===== config.mk =====
export PLATFORM = sky130hd
export DESIGN_NAME = svspr_muldiv
export DESIGN_NICKNAME = d
export VERILOG_FILES = /design/src/design/svspr_pkg.sv /design/src/design/svspr_muldiv.sv
export VERILOG_INCLUDE_DIRS = /design/src /design/src/design
export SDC_FILE = /design/constraint.sdc
export NUM_CORES = 1
export LEC_CHECK = 0
export BUFFER_PORTS_ARGS = -buffer_cell sky130_fd_sc_hd__buf_4
export CELL_PAD_IN_SITES_DETAIL_PLACEMENT = 0
export CELL_PAD_IN_SITES_GLOBAL_PLACEMENT = 1
export CORE_MARGIN = 2
export CORE_UTILIZATION = 35
export DETAILED_ROUTE_END_ITERATION = 8
export PLACE_DENSITY_LB_ADDON = 0.15
export SYNTH_ARGS = -nofsm -noshare
export SYNTH_HDL_FRONTEND = slang
export SYNTH_SLANG_ARGS = --single-unit

===== constraint.sdc =====
create_clock -name clk -period 23.2 [get_ports clk]
set_input_delay 4.64 -clock clk [delete_from_list [all_inputs] [get_ports clk]]
set_output_delay 4.64 -clock clk [all_outputs]
set_load 0.005 [all_outputs]

===== src/design/signed_vector_sum_preserving_round_unit_assert.svh =====
// ----------------------------------------------------------------------------
// Assertion macros for the sum-preserving rounding unit
// Shared property forms, clocked on clk and disabled while rst is high.
// ----------------------------------------------------------------------------
`ifndef SIGNED_VECTOR_SUM_PRESERVING_ROUND_UNIT_ASSERT_SVH
`define SIGNED_VECTOR_SUM_PRESERVING_ROUND_UNIT_ASSERT_SVH

// Same-cycle implication.
`define SVSPR_ASSERT_NOW(label, ante, cons) \
  label: assert property (@(posedge clk) disable iff (rst) (ante) |-> (cons)) \
    else $error("svspr assertion failed");

// Next-cycle implication.
`define SVSPR_ASSERT_NEXT(label, ante, cons) \
  label: assert property (@(posedge clk) disable iff (rst) (ante) |=> (cons)) \
    else $error("svspr assertion failed");

`endif


===== src/design/svspr_pkg.sv =====
// ----------------------------------------------------------------------------
// svspr_pkg
// Sequencer state types shared by the rounding unit and its arithmetic unit.
// ----------------------------------------------------------------------------
package svspr_pkg;

  // Top-level sequencer phases.
  typedef enum logic [2:0] {
    ST_LOAD,
    ST_PREP,
    ST_ALIGN,
    ST_SCALE,
    ST_DECIDE,
    ST_CORR,
    ST_OUT
  } state_t;

  // Multiply-divide unit phases.
  typedef enum logic [1:0] {
    MD_IDLE,
    MD_MUL,
    MD_DIV,
    MD_DONE
  } md_state_t;

endpackage


===== src/design/svspr_muldiv.sv =====
// ----------------------------------------------------------------------------
// svspr_muldiv
// Computes floor(a * b / d) with a shift-add multiply followed by a
// restoring divide, one bit per cycle.
// ----------------------------------------------------------------------------
`include "signed_vector_sum_preserving_round_unit_assert.svh"

module svspr_muldiv #(
  parameter int XW   = 48,
  parameter int SUMW = 56,
  parameter int MW   = 58
) (
  input  logic            clk,
  input  logic            rst,
  input  logic            start,
  input  logic [XW-1:0]   a,
  input  logic [MW-1:0]   b,
  input  logic [SUMW-1:0] d,
  output logic            done,
  output logic [MW-1:0]   q
);

  localparam int PW = XW + MW;
  localparam int NW = $clog2(PW + 1);

  svspr_pkg::md_state_t state, state_next;

  logic [XW-1:0]   a_sh;
  logic [MW-1:0]   b_r;
  logic [SUMW-1:0] d_r;
  logic [PW-1:0]   acc;
  logic [SUMW-1:0] rem;
  logic [NW-1:0]   cnt;
  logic [SUMW:0]   rem2;
  logic            ge;

  // One restoring step: bring in the next product bit and try the subtract.
  assign rem2 = {rem, acc[PW-1]};
  assign ge   = rem2 >= {1'b0, d_r};
  assign done = state == svspr_pkg::MD_DONE;

  // State register.
  always_ff @(posedge clk) begin
    if (rst) begin
      state <= svspr_pkg::MD_IDLE;
    end else begin
      state <= state_next;
    end
  end

  // Next state.
  always_comb begin
    state_next = state;
    case (state)
      svspr_pkg::MD_IDLE: begin
        if (start) state_next = svspr_pkg::MD_MUL;
      end
      svspr_pkg::MD_MUL: begin
        if (cnt == NW'(1)) state_next = svspr_pkg::MD_DIV;
      end
      svspr_pkg::MD_DIV: begin
        if (cnt == NW'(1)) state_next = svspr_pkg::MD_DONE;
      end
      svspr_pkg::MD_DONE: begin
        state_next = svspr_pkg::MD_IDLE;
      end
      default: begin
        state_next = svspr_pkg::MD_IDLE;
      end
    endcase
  end

  // Datapath: multiplier bits MSB first, then quotient bits MSB first.
  always_ff @(posedge clk) begin
    case (state)
      svspr_pkg::MD_IDLE: begin
        if (start) begin
          a_sh <= a;
          b_r  <= b;
          d_r  <= d;
          acc  <= '0;
          cnt  <= NW'(XW);
        end
      end
      svspr_pkg::MD_MUL: begin
        acc  <= (acc << 1) + (a_sh[XW-1] ? PW'(b_r) : PW'(0));
        a_sh <= a_sh << 1;
        cnt  <= cnt - NW'(1);
        if (cnt == NW'(1)) begin
          cnt <= NW'(PW);
          rem <= '0;
          q   <= '0;
        end
      end
      svspr_pkg::MD_DIV: begin
        rem <= ge ? SUMW'(rem2 - {1'b0, d_r}) : SUMW'(rem2);
        q   <= {q[MW-2:0], ge};
        acc <= acc << 1;
        cnt <= cnt - NW'(1);
      end
      default: begin
      end
    endcase
  end

  `SVSPR_ASSERT_NOW(a_start_idle, start, state == svspr_pkg::MD_IDLE)
  `SVSPR_ASSERT_NEXT(a_done_ret, done, state == svspr_pkg::MD_IDLE)
  `SVSPR_ASSERT_NOW(a_rem_bound, state == svspr_pkg::MD_DIV, rem < d_r)

endmodule


==> results_dict.tcl <==
set metrics [dict create \
    status "complete, no violations" \
    fin_cells 3294 \
    core_sq_um 65700 \
    pwr-share-comb_pct 41.5 \
    synth_top_area_share_pct 50.2 \
    cts.sinks 391 \
    antenna_found_initial 0 \
    clockBufferDepth 3 \
    grt_usage_pct 17.3 \
    die-area_sq_um 68500 \
    critPathKind "in2reg" \
    cts_resized 0 \
    finish.utilization_pct 41.7 \
    final_hold_viol_count 0 \
    hold_start "a_sh[22]" \
    p_switching_w 0.00130 \
    fmax_ghz 0.162 \
    dp_cells 3205 \
    synth_enable_flop_cells 389 \
    end_kind "flip-flop" \
    min_path_cells 1 \
    setup_viol 0 \
    rsz0062_at_grt "no" \
    ys_top_cells_by_area "edfxtp_1 (50%), ha_1 (6.5%), and2_1 (3.5%)" \
    yosysWarnings 0 \
    synth_common_cells "edfxtp_1 (389), nand2_1 (180), a21oi_1 (149)" \
    cts_max_level 2 \
    worst_slew_pin_slew_ns 1.24 \
    synthFlopType "edfxtp_1" \
    cts-root-buf "clkbuf_16" \
    synth_top_family_by_area "simple AND/OR/NAND/NOR gates" \
    via_count 17406 \
    pwr-share-clk_pct 23.2 \
    p_int_w 0.00212 \
    max-vdd-ir-drop_mv 0.0859 \
    cp_max_fo 60 \
    grt_max_degree 78 \
    pwr_density_cell_nw_per_um2 125 \
    yosys.cell_types.count 73 \
    async_reset_ff_share_pct 0 \
    period_needed_ns 6.16 \
    routed_wl_mm 60.2 \
    holdPathEnd "a_sh[23]" \
    timing.rr.start "a_sh[47]" \
    clk_latency_ns 0.59 \
    io_buffers 223 \
    finalCritPeriodShare_pct 26.6 \
    maxCapViolCount 0 \
    fill_cells 6386 \
    synth-seq-cells 391 \
    clkTransAtPathRegs_ns 0.06 \
    die_x_um 262 \
    r2r_end "acc[71]" \
    first_iter_violations 1154 \
    wl_per_cell_um 18.3 \
    synth_xor_area_share_pct 4.11 \
    yosysMostFrequentCell "edfxtp_1" \
    synth_cells 2208 \
    avgSynthCellArea_sq_um 10.5 \
    grt_pass1_wl_mm 95.3 \
    power_w 0.00343 \
    synth_compound_area_share_pct 15.5 \
    netlist_area_sq_um 23200 \
    rrSetupSlack_ns 18.05 \
    cp.arrival_ns 6.36 \
    fin_nets 2678 \
    ios 224 \
    yosysSeqAreaShare_pct 50.4 \
    synth_fa_ha_area_share_pct 6.63 \
    cp.required_ns 23.40 \
    dr.pass1.iters 8 \
    numCtsBuffers 48 \
    drt-vias-per-instance 5.28 \
    ant_nets 0 \
    postCtsSetupBuffers 0 \
    place_congestion 0.835 \
    cts_tree "built" \
    hold_class "reg2reg" \
    die_height_um 262 \
    setup_tns_ns 0 \
    p_leak_nw 10.7 \
    diodes 0 \
    yosys.area.top_type "edfxtp_1" \
    stdcell_area_sq_um 27400 \
    rows 94 \
    synthSimpleGateAreaFrac_pct 15.9 \
    start_util_pct 35.4 \
    hold_buffers 0 \
    grt_pass1_vias 17612 \
    startpoint_type "input port" \
    swShare_pct 38.1 \
    place_area_sq_um 25800 \
    seq_power_share_pct 35.2 \
    drv_slew 0 \
    reg2reg_depth 13 \
    syn2layout_area_growth_pct 18.0 \
    final_layout_size_suffix_gt1_share_pct 15.7 \
    synthesis.nets 2495 \
    drc 0 \
    slew_headroom_pct 16.8 \
    muxShareOfSynthArea_pct 3.91 \
    finClkSkew_ns 0.0198 \
    gr-total-overflow 0 \
    hpwl_mm 41.4 \
]
-- metrics by stage --
step                hold slack, ns  setup slack, ns
finish                       0.543            17.04
floorplan                    0.520            13.20
detailed placement           0.533            16.42
CTS                          0.548            17.05
global route                 0.561            16.91
global placement             0.526            16.44
-- worst max-delay path by stage --
stage / to / cells past startpoint / start / slack (ns)
floorplan: acc[0] / 2 / start / 13.20
global placement: acc[80] / 5 / start / 16.44
detailed placement: acc[80] / 5 / start / 16.42
CTS: acc[80] / 5 / start / 17.05
global route: acc[88] / 5 / start / 16.91
finish: acc[89] / 5 / start / 17.04
-- final cells by class --
class,count,area [sq um],share of cell area (%)
Clock buffer,55,1250,4.55
Clock inverter,34,407,1.48
Inverter,102,383,1.40
Multi-Input combinational cell,1609,10800,39.4
Sequential cell,391,11700,42.7
Tap cell,864,1080,3.94
Timing Repair Buffer,239,1790,6.54
-- power groups by stage --
stage / sequential, W / clock (W) / combinational (W)
floorplan: 0.00121 / 0 / 0.00105
global placement: 0.00121 / 0 / 0.00142
detailed placement: 0.00122 / 0 / 0.00143
CTS: 0.00121 / 0.000825 / 0.00144
global route: 0.00124 / 0.000850 / 0.00159
finish: 0.00121 / 0.000795 / 0.00142
-- layout by cell type, fill, tap and decap left out, types with 41 or more instances in the layout --
cell         n
nand3_1     55
xor2_1      41
and2_1     128
nand4_1     47
o21ai_0    140
a21oi_1    149
edfxtp_1   389
clkbuf_16   49
ha_1       117
a21o_1      59
mux2_2      47
nor2b_1     46
xnor2_1     68
nor2_1     119
buf_4      239
nand2_1    179
inv_1      101
-- cell families after synthesis --
group	after synthesis
compound gates	573
xor+xnor	109
fa+ha+maj	122
buf+inv	208
flops	391
mux	85
simple gates	720
-- registers in the layout, summed over array words and instances, names as in the netlist --
signal / cells
state: 2
a_sh: 48
cnt: 7
acc: 106
q: 58
b_r: 58
rem: 56
d_r: 56
-- worst max-delay path, cell delays in order --
cell     delay, ns
buf_4         0.09
nor2b_1       0.07
nor2_4        0.07
buf_4         0.64
buf_4         0.79
-- layer usage --
layer	up-vias	global-route usage [%]	routed length (um)
li1	8573	-	-
met1	8417	22.7	27200
met5	-	0	0
met2	332	29.8	29300
met3	84	2.33	2390
met4	0	4.86	1240
Note: power is estimated with default switching activity, not from simulation.
